<file path="config.mk">
export PLATFORM = sky130hd
export DESIGN_NAME = sof_frame_parser_crc8_flat
export DESIGN_NICKNAME = d
export VERILOG_FILES = /design/src/design/sfp_pkg.sv /design/src/design/sfp_in_if.sv /design/src/design/sfp_out_if.sv /design/src/design/sof_frame_parser_crc8.sv /design/src/design/sfp_ctrl.sv /design/src/design/sfp_datapath.sv /design/src/flat_wrapper.sv
export SDC_FILE = /design/constraint.sdc
export NUM_CORES = 1
export LEC_CHECK = 0
export ABC_AREA = 1
export BUFFER_PORTS_ARGS = -buffer_cell sky130_fd_sc_hd__buf_2
export CAP_MARGIN = 40
export CORE_MARGIN = 2
export CORE_UTILIZATION = 60
export DETAILED_ROUTE_END_ITERATION = 8
export GPL_TIMING_DRIVEN = 1
export PLACE_DENSITY = 0.87
export SLEW_MARGIN = 20
export SYNTH_ARGS = -nofsm -noshare
export SYNTH_HDL_FRONTEND = slang
export SYNTH_SLANG_ARGS = --single-unit
</file>
<file path="constraint.sdc">
create_clock -name clk -period 3.8 [get_ports clk]
set_input_delay 0.57 -clock clk [delete_from_list [all_inputs] [get_ports clk]]
set_output_delay 0.57 -clock clk [all_outputs]
set_load 0.02 [all_outputs]
</file>
<file path="src/design/sfp_pkg.sv">
// ----------------------------------------------------------------------------
// sfp_pkg
// Shared types, constants and the CRC-8 byte update for the frame parser.
// ----------------------------------------------------------------------------
package sfp_pkg;

  localparam int BYTE_W    = 8;
  localparam int HDR_LEN   = 5;
  localparam int HDR_IDX_W = 3;
  localparam int LEN_W     = 6;
  localparam int POS_W     = 5;
  localparam int CFG_IDX_W = 3;

  // Header byte slots
  localparam int HDR_SOURCE = 0;
  localparam int HDR_TARGET = 1;
  localparam int HDR_CMD    = 2;
  localparam int HDR_SEQ    = 3;
  localparam int HDR_LENGTH = 4;

  // Configuration register indexes
  typedef enum logic [CFG_IDX_W-1:0] {
    CFG_START_ONE = 3'd0,
    CFG_START_TWO = 3'd1,
    CFG_POLY      = 3'd2,
    CFG_INIT      = 3'd3,
    CFG_FINAL_XOR = 3'd4
  } cfg_reg_t;

  localparam logic [BYTE_W-1:0] RST_START_ONE = 8'hAA;
  localparam logic [BYTE_W-1:0] RST_START_TWO = 8'h55;
  localparam logic [BYTE_W-1:0] RST_POLY      = 8'h07;
  localparam logic [BYTE_W-1:0] RST_INIT      = 8'h00;
  localparam logic [BYTE_W-1:0] RST_FINAL_XOR = 8'h00;

  typedef enum logic [2:0] {
    ST_SYNC1,
    ST_SYNC2,
    ST_HEADER,
    ST_PAYLOAD,
    ST_CRC,
    ST_EMIT_RD,
    ST_EMIT_LD
  } state_t;

  // Controller -> datapath
  typedef struct packed {
    logic start_frame;  // clear header and payload counts, load CRC initial value
    logic hdr_wr;       // store header byte, update CRC
    logic pay_wr;       // store payload byte, update CRC
    logic emit_clr;     // rewind result index
    logic emit_next;    // advance result index
    logic load_out;     // load output register
  } cmd_t;

  // Datapath -> controller
  typedef struct packed {
    logic is_start_one;
    logic is_start_two;
    logic hdr_last;
    logic len_bad;
    logic len_zero;
    logic pay_last;
    logic crc_ok;
    logic emit_last;
    logic out_free;
  } status_t;

  function automatic logic [BYTE_W-1:0] crc8_step(
    input logic [BYTE_W-1:0] crc,
    input logic [BYTE_W-1:0] data,
    input logic [BYTE_W-1:0] poly
  );
    logic [BYTE_W-1:0] v;
    v = crc ^ data;
    for (int i = 0; i < BYTE_W; i++) begin
      if (v[BYTE_W-1]) begin
        v = {v[BYTE_W-2:0], 1'b0} ^ poly;
      end else begin
        v = {v[BYTE_W-2:0], 1'b0};
      end
    end
    return v;
  endfunction

endpackage

</file>
<file path="src/design/sfp_in_if.sv">
// ----------------------------------------------------------------------------
// sfp_in_if
// Received byte channel: valid/ready handshake with one byte of payload.
// ----------------------------------------------------------------------------
interface sfp_in_if;
  import sfp_pkg::*;

  logic              valid;
  logic              ready;
  logic [BYTE_W-1:0] rx_byte;

  modport source (output valid, output rx_byte, input ready);
  modport sink   (input valid, input rx_byte, output ready);
endinterface

</file>
<file path="src/design/sfp_out_if.sv">
// ----------------------------------------------------------------------------
// sfp_out_if
// Result channel: one item per payload byte of a verified frame, or one for a zero-length frame.
// ----------------------------------------------------------------------------
interface sfp_out_if;
  import sfp_pkg::*;

  logic              valid;
  logic              ready;
  logic [BYTE_W-1:0] source_id;
  logic [BYTE_W-1:0] target_id;
  logic [BYTE_W-1:0] command;
  logic [BYTE_W-1:0] sequence_res;
  logic [LEN_W-1:0]  payload_length;
  logic [POS_W-1:0]  byte_position;
  logic [BYTE_W-1:0] payload_byte;
  logic              last_of_frame;

  modport source (
    output valid, input ready,
    output source_id, output target_id, output command, output sequence_res,
    output payload_length, output byte_position, output payload_byte,
    output last_of_frame
  );
  modport sink (
    input valid, output ready,
    input source_id, input target_id, input command, input sequence_res,
    input payload_length, input byte_position, input payload_byte,
    input last_of_frame
  );
endinterface

</file>
<file path="src/design/sof_frame_parser_crc8.sv">
// ----------------------------------------------------------------------------
// sof_frame_parser_crc8
// Start-of-frame packet receiver with CRC-8 check, byte in, results out.
// ----------------------------------------------------------------------------
// Usage:
//   rx  : one received byte per item (valid/ready). Sync bytes, header,
//         payload and the CRC byte all arrive on this channel.
//   res : one item per payload byte of a frame whose CRC matches, or a
//         single item for a zero-length frame; last_of_frame marks the end.
//   cfg : cfg_we/cfg_index/cfg_data write the sync bytes, polynomial, CRC
//         initial value and final xor; write only while the block is idle.
// Sequence: after the CRC byte is taken, the run steps through ST_EMIT_RD,
//   the registered read of the payload store, and ST_EMIT_LD, the output
//   load, which waits for a free output register; each result repeats both.
// rx.ready is low for the whole result run and high otherwise; a stalled
//   res holds its item, and the run waits for it. The last result may
//   still wait in the output register while new bytes are taken.
// Reset returns the parser to the sync hunt, loads the default register
//   values and empties the output register. The payload store needs no
//   clearing pass.
// ----------------------------------------------------------------------------
module sof_frame_parser_crc8 #(
  parameter int MAX_PAYLOAD = 32
) (
  input  logic                          clk,
  input  logic                          rst,
  input  logic                          cfg_we,
  input  logic [sfp_pkg::CFG_IDX_W-1:0] cfg_index,
  input  logic [sfp_pkg::BYTE_W-1:0]    cfg_data,
  sfp_in_if.sink                        rx,
  sfp_out_if.source                     res
);
  import sfp_pkg::*;

  cmd_t    cmd;
  status_t status;

  sfp_ctrl u_ctrl (
    .clk      (clk),
    .rst      (rst),
    .in_valid (rx.valid),
    .in_ready (rx.ready),
    .status   (status),
    .cmd      (cmd)
  );

  sfp_datapath #(
    .MAX_PAYLOAD (MAX_PAYLOAD)
  ) u_dp (
    .clk       (clk),
    .rst       (rst),
    .cfg_we    (cfg_we),
    .cfg_index (cfg_index),
    .cfg_data  (cfg_data),
    .rx_byte   (rx.rx_byte),
    .cmd       (cmd),
    .status    (status),
    .res       (res)
  );

endmodule

</file>
<file path="src/design/sfp_ctrl.sv">
// ----------------------------------------------------------------------------
// sfp_ctrl
// Parse state machine: sync hunt, header, payload, CRC check, result run.
// ----------------------------------------------------------------------------
module sfp_ctrl (
  input  logic             clk,
  input  logic             rst,
  input  logic             in_valid,
  output logic             in_ready,
  input  sfp_pkg::status_t status,
  output sfp_pkg::cmd_t    cmd
);
  import sfp_pkg::*;

  state_t state;
  state_t state_next;
  logic   fire;

  always_ff @(posedge clk) begin
    if (rst) begin
      state <= ST_SYNC1;
    end else begin
      state <= state_next;
    end
  end

  assign in_ready = (state != ST_EMIT_RD) && (state != ST_EMIT_LD);
  assign fire     = in_valid && in_ready;

  always_comb begin
    state_next = state;
    cmd        = '0;
    unique case (state)
      ST_SYNC1: begin
        if (fire && status.is_start_one) begin
          state_next = ST_SYNC2;
        end
      end
      ST_SYNC2: begin
        if (fire) begin
          if (status.is_start_two) begin
            cmd.start_frame = 1'b1;
            state_next      = ST_HEADER;
          end else if (!status.is_start_one) begin
            state_next = ST_SYNC1;
          end
        end
      end
      ST_HEADER: begin
        if (fire) begin
          cmd.hdr_wr = 1'b1;
          if (status.hdr_last) begin
            if (status.len_bad) begin
              state_next = ST_SYNC1;
            end else if (status.len_zero) begin
              state_next = ST_CRC;
            end else begin
              state_next = ST_PAYLOAD;
            end
          end
        end
      end
      ST_PAYLOAD: begin
        if (fire) begin
          cmd.pay_wr = 1'b1;
          if (status.pay_last) begin
            state_next = ST_CRC;
          end
        end
      end
      ST_CRC: begin
        if (fire) begin
          if (status.crc_ok) begin
            cmd.emit_clr = 1'b1;
            state_next   = ST_EMIT_RD;
          end else begin
            state_next = ST_SYNC1;
          end
        end
      end
      ST_EMIT_RD: begin
        // payload store read is in flight
        state_next = ST_EMIT_LD;
      end
      ST_EMIT_LD: begin
        if (status.out_free) begin
          cmd.load_out = 1'b1;
          if (status.emit_last) begin
            state_next = ST_SYNC1;
          end else begin
            cmd.emit_next = 1'b1;
            state_next    = ST_EMIT_RD;
          end
        end
      end
      default: begin
        state_next = ST_SYNC1;
      end
    endcase
  end

endmodule

</file>
<file path="src/design/sfp_datapath.sv">
// ----------------------------------------------------------------------------
// sfp_datapath
// Config registers, header and payload storage, CRC-8 and output register.
// ----------------------------------------------------------------------------
module sfp_datapath #(
  parameter int MAX_PAYLOAD = 32
) (
  input  logic                                 clk,
  input  logic                                 rst,
  input  logic                                 cfg_we,
  input  logic [sfp_pkg::CFG_IDX_W-1:0]        cfg_index,
  input  logic [sfp_pkg::BYTE_W-1:0]           cfg_data,
  input  logic [sfp_pkg::BYTE_W-1:0]           rx_byte,
  input  sfp_pkg::cmd_t                        cmd,
  output sfp_pkg::status_t                     status,
  sfp_out_if.source                            res
);
  import sfp_pkg::*;

  localparam int PCW = $clog2(MAX_PAYLOAD + 1);
  localparam int IW  = (MAX_PAYLOAD > 1) ? $clog2(MAX_PAYLOAD) : 1;
  localparam logic [BYTE_W-1:0] MAX_LEN = BYTE_W'(MAX_PAYLOAD);

  logic [BYTE_W-1:0]    start_one;
  logic [BYTE_W-1:0]    start_two;
  logic [BYTE_W-1:0]    poly;
  logic [BYTE_W-1:0]    crc_init;
  logic [BYTE_W-1:0]    final_xor;

  logic [BYTE_W-1:0]    header_bytes [HDR_LEN];
  logic [HDR_IDX_W-1:0] header_count;
  logic [PCW-1:0]       payload_count;
  logic [IW-1:0]        emit_idx;
  logic [BYTE_W-1:0]    running_crc;
  logic [BYTE_W-1:0]    crc_next;
  logic [BYTE_W-1:0]    payload_store [MAX_PAYLOAD];
  logic [BYTE_W-1:0]    rd_data;
  logic [BYTE_W-1:0]    hdr_len;
  logic [BYTE_W-1:0]    emit_pos;
  logic                 out_valid;

  // Configuration registers
  always_ff @(posedge clk) begin
    if (rst) begin
      start_one <= RST_START_ONE;
      start_two <= RST_START_TWO;
      poly      <= RST_POLY;
      crc_init  <= RST_INIT;
      final_xor <= RST_FINAL_XOR;
    end else if (cfg_we) begin
      unique case (cfg_index)
        CFG_START_ONE: start_one <= cfg_data;
        CFG_START_TWO: start_two <= cfg_data;
        CFG_POLY:      poly      <= cfg_data;
        CFG_INIT:      crc_init  <= cfg_data;
        CFG_FINAL_XOR: final_xor <= cfg_data;
        default: ;
      endcase
    end
  end

  assign crc_next  = crc8_step(running_crc, rx_byte, poly);
  assign hdr_len   = header_bytes[HDR_LENGTH];
  assign emit_pos  = BYTE_W'(emit_idx);

  // Counters and CRC
  always_ff @(posedge clk) begin
    if (rst) begin
      header_count  <= '0;
      payload_count <= '0;
      emit_idx      <= '0;
      running_crc   <= RST_INIT;
    end else begin
      if (cmd.start_frame) begin
        header_count  <= '0;
        payload_count <= '0;
        running_crc   <= crc_init;
      end
      if (cmd.hdr_wr) begin
        header_count <= header_count + 1'b1;
        running_crc  <= crc_next;
      end
      if (cmd.pay_wr) begin
        payload_count <= payload_count + 1'b1;
        running_crc   <= crc_next;
      end
      if (cmd.emit_clr) begin
        emit_idx <= '0;
      end else if (cmd.emit_next) begin
        emit_idx <= emit_idx + 1'b1;
      end
    end
  end

  always_ff @(posedge clk) begin
    if (cmd.hdr_wr) begin
      header_bytes[header_count] <= rx_byte;
    end
  end

  // Payload store: one write port, one registered read port
  always_ff @(posedge clk) begin
    if (cmd.pay_wr) begin
      payload_store[payload_count[IW-1:0]] <= rx_byte;
    end
    rd_data <= payload_store[emit_idx];
  end

  // Output register
  always_ff @(posedge clk) begin
    if (rst) begin
      out_valid <= 1'b0;
    end else if (cmd.load_out) begin
      out_valid <= 1'b1;
    end else if (res.ready) begin
      out_valid <= 1'b0;
    end
  end

  always_ff @(posedge clk) begin
    if (cmd.load_out) begin
      res.source_id      <= header_bytes[HDR_SOURCE];
      res.target_id      <= header_bytes[HDR_TARGET];
      res.command        <= header_bytes[HDR_CMD];
      res.sequence_res   <= header_bytes[HDR_SEQ];
      res.payload_length <= hdr_len[LEN_W-1:0];
      res.byte_position  <= emit_pos[POS_W-1:0];
      res.payload_byte   <= (hdr_len == '0) ? '0 : rd_data;
      res.last_of_frame  <= status.emit_last;
    end
  end

  assign res.valid = out_valid;

  always_comb begin
    status.is_start_one = (rx_byte == start_one);
    status.is_start_two = (rx_byte == start_two);
    status.hdr_last     = (header_count == HDR_IDX_W'(HDR_LEN - 1));
    status.len_bad      = (rx_byte > MAX_LEN);
    status.len_zero     = (rx_byte == '0);
    status.pay_last     = ((BYTE_W'(payload_count) + 1'b1) == hdr_len);
    status.crc_ok       = ((running_crc ^ final_xor) == rx_byte);
    status.emit_last    = (hdr_len == '0) || ((emit_pos + 1'b1) == hdr_len);
    status.out_free     = !out_valid || res.ready;
  end

endmodule

</file>
<file path="src/flat_wrapper.sv">
// flat-port wrapper written by rule: the top's interface ports become plain ports
module sof_frame_parser_crc8_flat import sfp_pkg::*;
#(
  parameter int MAX_PAYLOAD = 32
)
  (clk, rst, cfg_we, cfg_index, cfg_data, rx_valid, rx_rx_byte, rx_ready, res_valid, res_ready, res_source_id, res_target_id, res_command, res_sequence_res, res_payload_length, res_byte_position, res_payload_byte, res_last_of_frame);
  sfp_in_if rx_i ();
  sfp_out_if res_i ();
  input  logic clk;
  input  logic rst;
  input  logic cfg_we;
  input  logic [sfp_pkg::CFG_IDX_W-1:0] cfg_index;
  input  logic [sfp_pkg::BYTE_W-1:0] cfg_data;
  input wire logic [$bits(rx_i.valid)-1:0] rx_valid;
  input wire logic [$bits(rx_i.rx_byte)-1:0] rx_rx_byte;
  output wire logic [$bits(rx_i.ready)-1:0] rx_ready;
  output wire logic [$bits(res_i.valid)-1:0] res_valid;
  input wire logic [$bits(res_i.ready)-1:0] res_ready;
  output wire logic [$bits(res_i.source_id)-1:0] res_source_id;
  output wire logic [$bits(res_i.target_id)-1:0] res_target_id;
  output wire logic [$bits(res_i.command)-1:0] res_command;
  output wire logic [$bits(res_i.sequence_res)-1:0] res_sequence_res;
  output wire logic [$bits(res_i.payload_length)-1:0] res_payload_length;
  output wire logic [$bits(res_i.byte_position)-1:0] res_byte_position;
  output wire logic [$bits(res_i.payload_byte)-1:0] res_payload_byte;
  output wire logic [$bits(res_i.last_of_frame)-1:0] res_last_of_frame;
  assign rx_i.valid = rx_valid;
  assign rx_i.rx_byte = rx_rx_byte;
  assign rx_ready = rx_i.ready;
  assign res_valid = res_i.valid;
  assign res_i.ready = res_ready;
  assign res_source_id = res_i.source_id;
  assign res_target_id = res_i.target_id;
  assign res_command = res_i.command;
  assign res_sequence_res = res_i.sequence_res;
  assign res_payload_length = res_i.payload_length;
  assign res_byte_position = res_i.byte_position;
  assign res_payload_byte = res_i.payload_byte;
  assign res_last_of_frame = res_i.last_of_frame;
  sof_frame_parser_crc8 #(.MAX_PAYLOAD(MAX_PAYLOAD)) u_core (.clk(clk), .rst(rst), .cfg_we(cfg_we), .cfg_index(cfg_index), .cfg_data(cfg_data), .rx(rx_i), .res(res_i));
endmodule
</file>
==> results of run 1 <==
==> logic make-up after synthesis <==
kind of cell | Yosys count | synth area share, %
compound gates | 339 | 11.2
xor+xnor | 48 | 2.43
fa+ha+maj | 7 | 0.488
buf+inv | 195 | 4.40
flops | 422 | 66.5
simple gates | 629 | 15.0
==> where the power goes <==
part,internal [mW],switching (mW),leakage (nW)
Sequential,5.00,0.0147,3.73
Clock,2.21,1.65,0.636
Combinational,0.153,0.338,2.82
==> state kept, by name, summed over array words and instances, names as in the netlist <==
| name | cells |
|---|---|
| u_core.u_dp.crc_init | 8 |
| u_core.u_dp.res.last_of_frame | 1 |
| res_command | 8 |
| u_core.u_dp.running_crc | 8 |
| u_core.u_dp.header_count | 3 |
| u_core.u_dp.start_two | 8 |
| u_core.u_ctrl.state | 3 |
| u_core.u_dp.poly | 8 |
| u_core.u_dp.emit_idx | 5 |
| res_sequence_res | 8 |
| u_core.u_dp.final_xor | 8 |
| u_core.u_dp.payload_store | 256 |
| u_core.u_dp.payload_count | 6 |
| res_target_id | 8 |
| u_core.u_dp.res.valid | 1 |
| u_core.u_dp.res.payload_byte | 8 |
| res_source_id | 8 |
| u_core.u_dp.header_bytes | 40 |
| u_core.u_dp.start_one | 8 |
| u_core.u_dp.res.byte_position | 5 |
| u_core.u_dp.res.payload_length | 6 |
| u_core.u_dp.rd_data | 8 |
==> path summary, 6_finish.rpt <==
kind,start,to,slack [ps],depth (start not counted)
max,u_core.u_dp.running_crc[7],u_core.u_dp.running_crc[4],400,27
min reg2reg,u_core.u_dp.header_bytes[2][3],res_command[3],420,0
max reg2reg,u_core.u_dp.running_crc[7],u_core.u_dp.running_crc[4],400,27
min,cfg_data[7],u_core.u_dp.start_one[7],340,3
==> final cells by class <==
cell class,instances,area [um2],area share (%)
repair buffers,119,733,3.64
clock inverters,15,109,0.541
multi-input cells,1023,5240,26.0
well taps,390,488,2.43
inverters,118,444,2.21
clock buffers,60,1170,5.80
flip-flops and latches,422,11900,59.3
==> tightest hold or removal path, stage by stage <==
cell     delay, ps
buf_2          140
nand2_1         60
nand3_1         70
==> placed cells by master (no fill, tap or decap), types with 41 or more instances in the layout <==
master,netlist,final
edfxtp_1,348,348
nor2_1,249,248
nand2_1,224,224
o21ai_0,190,190
inv_1,111,110
nand3_1,99,99
buf_2,5,77
dfxtp_1,74,72
o221ai_1,47,47
a21oi_1,42,42
clkbuf_16,0,41
==> per-layer routing <==
metal | global-route usage [%] | up-vias | part of all wire, %
met3 | 4.40 | 107 | 9.8
met4 | 10.2 | 0 | 3.2
met1 | 36.2 | 6117 | 37
met5 | 0 | - | 0
li1 | - | 5939 | -
met2 | 47.8 | 802 | 50
==> qor.txt, run 1 <==
status -> finished clean
share of the synthesized area in the top cell type -> 58.2%
Hold WC Path Type -> in2reg
RSZ-0062 raised after global routing -> no
CTS clk-pin slew, worst paths -> 60 ps
# rows -> 63
crit-path max cell delay -> 360 ps
DR vias/cell -> 6.04
Port Buffer Count -> 77
Max IR drop VDD -> 0.253 mV
cell with the most instances after synthesis -> edfxtp_1
Final Cell Area -> 20100 um2
DR WL/cell -> 20.3 um
GRT Util Overall -> 27.9%
Post-synth ARST share -> 0%
final net count -> 1756
Clock Latency Late Sink -> 530 ps
post-synth top area cell -> edfxtp_1
total power -> 9.37 mW
Fin Hold WS -> 339 ps
fin. max-slew vios -> 0
placed insts -> 2066
post-route setup TNS -> 0 ps
CTS tree -> built
synthesized area per cell -> 10.9 um2
Area Overhead vs Synth -> 12.0%
Synth Cell Area -> 18000 um2
Relative slew margins -> 44.5%
ranking of synthesized cells by area -> edfxtp_1, dfxtp_1, o21ai_0, nor2_1, nand2_1
placed cell areas -> 18800 um2
Worst setup EP type -> flop
die height -> 177 um
Leak -> 7.19 nW
worst path bufs/invs -> 2
Mapped Cells -> 1640
CP Data Arrival Time -> 3860 ps
Post-synth top cells -> edfxtp_1, nor2_1, nand2_1, o21ai_0, inv_1
Synth Register Bits -> 422
DRT iter0 DRCs -> 1639
drt pass-1 iters -> 5
initial antenna violation count -> 0
EDFF count, synth -> 348
Setup WS pre-CTS -> 33.5 ps
dpl hpwl -> 27.3 mm
Final Setup Violations -> 0
H-tree depth -> 2
CP Max Fanout -> 13
Clock Path Buffers -> 3
slowest CP cell -> dfxtp_1
Unique masters post-synth -> 45
Mapped Nets -> 1671
Core ar. -> 29600 um2
Final Skew -> 15.7 ps
clock root buffer -> clkbuf_16
sequential area share after synthesis -> 66.5%
ys flop type -> edfxtp_1
hold buffer count at cts -> 0
ANT nets after route -> 0
crit path kind -> reg2reg
CTS resizes -> 0
Die Area -> 31300 um2
final critical-path share of the clock period -> 89.5%
starting density of the core -> 60.7%
Sink Count -> 422
Post-CTS Setup Inserts -> 0
CP delay by family, top -> simple AND/OR/NAND/NOR gates
CTS buffer count -> 41
Non-Filler Instances -> 2147
max_cap viols -> 0
synthesis warning total -> 0
DRC violation count after routing -> 0
Total Wirelength -> 43.7 mm
Layout Utilization -> 68.1%
first-pass GRT wire length -> 66.9 mm
Final min period -> 3400 ps
Achievable Freq -> 294 MHz
number of global-route vias before repair -> 12.4k
Die W -> 177 um
setup slack after layout -> 399 ps
critical path required time -> 4260 ps
num ports -> 78
Power Density -> 466 nW/um2
filler instances -> 2016
largest net degree at the start of global routing -> 77
layout cell share with drive strength beyond 1 -> 13.4%
via count -> 13.0k
global route overflow -> 0
Inserted Diodes -> 0
GP Congestion -> 0.897
Hold Violations, Final -> 0
Slew @ Worst Pin -> 830 ps
CP Launch Type -> flop
(Power assumes the default switching activity.)
==> run 2, diff against run 1 <==
- CORE_UTILIZATION: 60 -> 55
- PLACE_DENSITY: 0.87 -> 0.84
- clock period: 3.8 -> 3 ns (I/O delays scaled with it)
==> run 2 against run 1 <==
Effect of this change:
- the run now ends with setup timing left
- sequential share of layout area shrank 3.0 points
- design area up 5.4%
- register-to-register slack got worse by 470 ps
- flip-flop and latch count stayed put
- non-clock buffer count is 80 higher
- die area is 8.9% higher
- power rose by 32%
- clock power up 34%
- global-route usage down 1.7 points
- core utilization down 2.6 points
- first-iteration DRC count up 11%
- critical endpoint is now u_core.u_dp.running_crc[3]
- largest power group unchanged
==> qor.txt, run 2 (synthesis results as in run 1) <==
initial antenna violation count -> 1 (+1)
Final Cell Area -> 21200 um2 (+5.4%)
Relative slew margins -> 48.1% (+3.6 points)
H-tree depth -> 2 (unchanged)
CP Data Arrival Time -> 3480 ps (-380 ps)
worst r2r src -> u_core.u_dp.running_crc[7]
via count -> 13.6k (+4.7%)
number of global-route vias before repair -> 12.7k (+2.8%)
CTS buffer count -> 43 (+4.9%)
Final Setup Violations -> 7 (+7)
commonest non-fill, non-tap cell in the layout -> edfxtp_1
Reg power frac -> 51.5% (-2.0 points)
GRT Util Overall -> 26.2% (-1.7 points)
Port Buffer Count -> 77 (unchanged)
Worst R2R Setup Slack -> -70 ps (-470 ps)
most frequent cells in the layout -> edfxtp_1, nor2_1, nand2_1
Clock Latency Late Sink -> 540 ps (about the same)
CTS tree -> built
clock power share -> 42.0% (+0.8 points)
Largest register FFs -> 256 (unchanged)
Slew @ Worst Pin -> 759 ps (-70.8 ps)
Leak -> 7.71 nW (+7.2%)
Hold Violations, Final -> 0 (unchanged)
CP startpoint -> u_core.u_dp.running_crc[7]
Clock Path Buffers -> 3 (unchanged)
GP Congestion -> 0.886 (-1.3%)
final critical-path share of the clock period -> 102% (+13 points)
Worst R2R Path Depth -> 25 (-7.4%)
Final min period -> 3070 ps (-331 ps)
Inserted Diodes -> 0 (unchanged)
ANT nets after route -> 0 (unchanged)
Int Power -> 9.68 mW (+31%)
setup slack after layout -> -69.3 ps (-469 ps)
Achievable Freq -> 326 MHz (+11%)
DR WL/cell -> 20.1 um (-1.2%)
status -> finished with violations
crit path kind -> reg2reg
Logic pwr share -> 6.5% (+1.3 points)
Psw -> 2.66 mW (+33%)
fin. max-slew vios -> 0 (unchanged)
num ports -> 78 (unchanged)
placed cell areas -> 19300 um2 (+2.9%)
DRC violation count after routing -> 0 (unchanged)
Final Skew -> 18.0 ps (+2.29 ps)
RSZ-0062 raised after global routing -> yes
layout cell share with drive strength beyond 1 -> 20.3% (+6.9 points)
Max IR drop VDD -> 0.419 mV (+65%)
# rows -> 66 (+4.8%)
die height -> 185 um (+4.3%)
clock root buffer -> clkbuf_16
placed insts -> 2184 (+5.7%)
dpl hpwl -> 28.5 mm (+4.2%)
final net count -> 1839 (+4.7%)
CP Max Fanout -> 6 (-7)
Area Overhead vs Synth -> 18.1%
critical path required time -> 3410 ps (-850 ps)
Die W -> 185 um (+4.3%)
CTS clk-pin slew, worst paths -> 60 ps (about the same)
Hold WC Path Type -> in2reg
hold buffer count at cts -> 0 (unchanged)
starting density of the core -> 55.5% (-5.3 points)
failing checks -> setup timing
Critical Path End -> u_core.u_dp.running_crc[3]
Power Density -> 582 nW/um2 (+25%)
Sink Count -> 422 (unchanged)
CP Launch Type -> flop
reg2reg end -> u_core.u_dp.running_crc[3]
Core ar. -> 32400 um2 (+9.5%)
global route overflow -> 0 (unchanged)
Non-Filler Instances -> 2282 (+6.3%)
Worst setup EP type -> flop
Total Wirelength -> 45.9 mm (+5.0%)
DR vias/cell -> 5.95 (-1.5%)
largest net degree at the start of global routing -> 129 (+68%)
first-pass GRT wire length -> 68.5 mm (+2.3%)
drt pass-1 iters -> 6 (+1)
max_cap viols -> 0 (unchanged)
switching share of power -> 21.6% (+0.14 points)
Die Area -> 34100 um2 (+8.9%)
DRT iter0 DRCs -> 1822 (+11%)
## run 2: layout make-up
| class | instances | area, um2 |
|---|---|---|
| Tap cell | 442 | 553 |
| Fill cell | 2246 | 11200 |
| Inverter | 118 | 447 |
| Timing Repair Buffer | 199 | 1350 |
| Sequential cell | 422 | 11900 |
| Clock buffer | 61 | 1190 |
| Clock inverter | 16 | 171 |
| Multi-Input combinational cell | 1024 | 5540 |
## run 2: power groups by stage
stage | sequential [mW] | combinational (mW) | clock (mW)
6_report | 6.35 | 0.801 | 5.18
5_1_grt | 6.35 | 0.862 | 5.44
4_1_cts | 6.35 | 0.675 | 5.22
3_5_place_dp | 6.48 | 0.659 | 0
3_3_place_gp | 6.48 | 0.637 | 0
2_1_floorplan | 6.47 | 0.420 | 0
## run 2: metrics by stage
| stage | total power, mW | util [%] | hold slack [ps] | setup TNS [ps] | setup slack, ps |
|---|---|---|---|---|---|
| 2_1_floorplan | 6.89 | - | 400 | 0 | 240 |
| 3_3_place_gp | 7.11 | 59.7 | 401 | -1150 | -174 |
| 3_5_place_dp | 7.14 | 59.7 | 405 | -2420 | -340 |
| 4_1_cts | 12.2 | 64.2 | 196 | 0 | 1.09 |
| 5_1_grt | 12.7 | 65.5 | 220 | -1150 | -188 |
| 6_report | 12.3 | 65.5 | 214 | -236 | -69.3 |
## run 2: critical path: stages (launching register included)
cell and delay (ps):
dfxtp_4 360, inv_2 70, nand2_2 60, nand2_4 100, buf_6 120, nand3_1 100
nand2_2 100, nand3_2 110, nand3_4 120, nand2_4 70, buf_4 150, buf_4 140
nand3_1 140, xor2_1 180, nand2_1 80, nand2_2 80, inv_1 50, nand2_2 80
nand2_4 90, buf_6 140, buf_6 110, nand2_4 50, xor2_1 160, o21ai_1 90
nand3_1 120, a21oi_2 60
## run 2: worst min-delay path by stage
stage / cells after the start / startpoint / to
detailed placement: 0 / u_core.u_dp.header_bytes[2][1] / res_command[1]
CTS: 3 / cfg_data[6] / u_core.u_dp.start_two[6]
global placement: 0 / u_core.u_dp.header_bytes[3][3] / res_sequence_res[3]
global route: 3 / cfg_data[6] / u_core.u_dp.start_two[6]
finish: 3 / cfg_data[6] / u_core.u_dp.start_two[6]
floorplan: 0 / u_core.u_dp.header_bytes[2][0] / res_command[0]
## run 2: per-layer routing
metal / vias to the layer above / global-route usage [%] / share of wire (%)
met5: - / 0 / 0.015
met4: 2 / 12.8 / 4.6
met3: 142 / 4.21 / 9.8
met2: 814 / 43.1 / 47
met1: 6501 / 34.0 / 38
li1: 6115 / - / -
## run 2: repair_timing
item / 4_1_cts / 5_1_grt
endpoints found under the hold margin: 0 / 0
setup endpoints to repair: 8 / 8
buffers inserted: 3 / 16
cloned: 1 / 0
gates resized for setup: 9 / 81
pin swaps: 3 / 38
==> run 3, diff against run 2 <==
- PLACE_DENSITY: 0.84 -> 0.83
==> run 3 against run 2 <==
Effect of this change:
- the run now ends clean
- non-clock buffer count decreased by 10
- critical path depth up 4
- power shrank 0.59%
- fmax increased by 4.2%
- register-to-register slack better by 120 ps
- count of clock-buffer cells in the layout shrank 6
- highest routed layer unchanged
==> qor.txt, run 3 (synthesis results as in run 1) <==
global route overflow -> 0 (unchanged)
status -> finished clean
Largest register FFs -> 256 (unchanged)
Achievable Freq -> 340 MHz (+4.2%)
starting density of the core -> 55.5% (unchanged)
Die Area -> 34100 um2 (unchanged)
num ports -> 78 (unchanged)
die height -> 185 um (unchanged)
hold buffer count at cts -> 0 (unchanged)
Total Wirelength -> 45.3 mm (-1.1%)
Final Skew -> 23.5 ps (+5.54 ps)
CP Max Fanout -> 7 (+1)
Clock Path Buffers -> 3 (unchanged)
crit-path max cell delay -> 390 ps (+30 ps)
clock root buffer -> clkbuf_16
DRT iter0 DRCs -> 1650 (-9.4%)
GP Congestion -> 0.880 (-0.62%)
Leak -> 7.69 nW (-0.22%)
CTS buffer count -> 41 (-4.7%)
Port Buffer Count -> 77 (unchanged)
fin. max-slew vios -> 0 (unchanged)
Sink Count -> 422 (unchanged)
most frequent cells in the layout -> edfxtp_1, nor2_1, nand2_1
Worst setup EP type -> flop
Inserted Diodes -> 0 (unchanged)
slowest CP cell -> dfxtp_4
CP delay by family, top -> simple AND/OR/NAND/NOR gates
Fin Hold WS -> 202 ps (-12.0 ps)
commonest non-fill, non-tap cell in the layout -> edfxtp_1
# rows -> 66 (unchanged)
DR WL/cell -> 20.0 um (-0.62%)
Hold WC Path Type -> in2reg
CP Launch Type -> flop
crit path kind -> reg2reg
post-route setup TNS -> 0 ps (+236 ps)
via count -> 13.5k (-0.87%)
largest net degree at the start of global routing -> 129 (unchanged)
DR vias/cell -> 5.93 (-0.35%)
number of global-route vias before repair -> 12.7k (+0.15%)
CP Data Arrival Time -> 3340 ps (-140 ps)
CTS tree -> built
GRT Util Overall -> 26.1% (-0.13 points)
Clock Latency Late Sink -> 540 ps (about the same)
RSZ-0062 raised after global routing -> yes
Final min period -> 2940 ps (-125 ps)
critical path required time -> 3390 ps (-20 ps)
Power Density -> 577 nW/um2 (-0.89%)
DRC violation count after routing -> 0 (unchanged)
final net count -> 1828 (-0.60%)
drt pass-1 iters -> 7 (+1)
layout cell share with drive strength beyond 1 -> 20.4% (+0.078 points)
Hold Violations, Final -> 0 (unchanged)
Slew @ Worst Pin -> 865 ps (+105 ps)
Relative slew margins -> 40.9% (-7.2 points)
dpl hpwl -> 28.2 mm (-0.90%)
Area Overhead vs Synth -> 18.4%
Die W -> 185 um (unchanged)
ANT nets after route -> 0 (unchanged)
final critical-path share of the clock period -> 98.1% (-4.2 points)
CP most frequent cell -> nand2_4
Final Setup Violations -> 0 (-7)
worst path bufs/invs -> 6 (-1)
Max IR drop VDD -> 0.464 mV (+11%)
CTS clk-pin slew, worst paths -> 60 ps (about the same)
initial antenna violation count -> 2 (+1)
max_cap viols -> 0 (unchanged)
first-pass GRT wire length -> 68.2 mm (-0.41%)
Core ar. -> 32400 um2 (unchanged)
H-tree depth -> 2 (unchanged)
==> run 3: cell count changes in the layout (fill, tap and decap cells not counted), moves of 3 or more <==
cell	before	now
nand2_2	26	23
buf_6	7	10
nand3_4	6	10
nand2_4	19	22
nor2_1	244	240
clkbuf_1	14	5
nor2_4	3	6
clkinv_1	4	8
nand3_2	10	6
clkbuf_8	3	7
nand2_8	2	5
buf_4	113	99
==> run 3: where the power goes <==
part / internal [mW] / total, mW / switching [mW] / leakage (nW)
combinational: 0.300 / 0.813 / 0.513 / 3.29
sequential: 6.34 / 6.35 / 0.0170 / 3.73
clock: 3.00 / 5.10 / 2.10 / 0.667
total: 9.64 / 12.3 / 2.63 / 7.69
==> run 3: routing by layer <==
layer,up-vias,part of all wire [%],track usage [%]
met3,144,9.3,4.31
met4,2,3.8,10.4
li1,6088,-,-
met5,-,0.026,0
met1,6420,38,34.0
met2,802,49,43.7
==> run 3: stage by stage <==
step	power [mW]	instances	setup WS, ps	util, %	area, um2
2_1_floorplan	6.89	1640	240	-	18000
3_5_place_dp	7.13	2184	-354	59.8	19400
5_1_grt	12.6	2270	-106	65.7	21300
6_report	12.3	2270	55.7	65.7	21300
3_3_place_gp	7.12	2183	-162	59.8	19300
4_1_cts	12.2	2261	13.4	64.2	20800
==> run 3: worst paths after layout <==
| path | from | slack, ps | depth (start not counted) | endpoint |
|---|---|---|---|---|
| max | u_core.u_dp.running_crc[7] | 60 | 29 | u_core.u_dp.running_crc[7] |
| min | cfg_data[7] | 200 | 3 | u_core.u_dp.start_one[7] |
| max reg2reg | u_core.u_dp.running_crc[7] | 60 | 29 | u_core.u_dp.running_crc[7] |
| min reg2reg | u_core.u_dp.header_bytes[2][2] | 420 | 0 | res_command[2] |
==> run 3: worst reg2reg max path: cells and delay by family, from the launching register on <==
family | cells | cell delay (ps)
simple gates | 22 | 1840
flops | 1 | 390
buf+inv | 6 | 520
compound gates | 1 | 50
==> run 3: what timing repair did <==
action | CTS | global route
pin swaps | 5 | 36
setup endpoints to repair | 8 | 13
cloned | 1 | 1
setup buffers | 2 | 8
gates resized for setup | 12 | 105
==> run 3: final cells by class <==
cell class / count / area, um2
sequential: 422 / 11900
fill: 2318 / 11100
multi-input combinational: 1025 / 5670
timing repair buffer: 189 / 1300
clock buffer: 55 / 1170
tap: 442 / 553
inverter: 118 / 454
clock inverter: 19 / 174
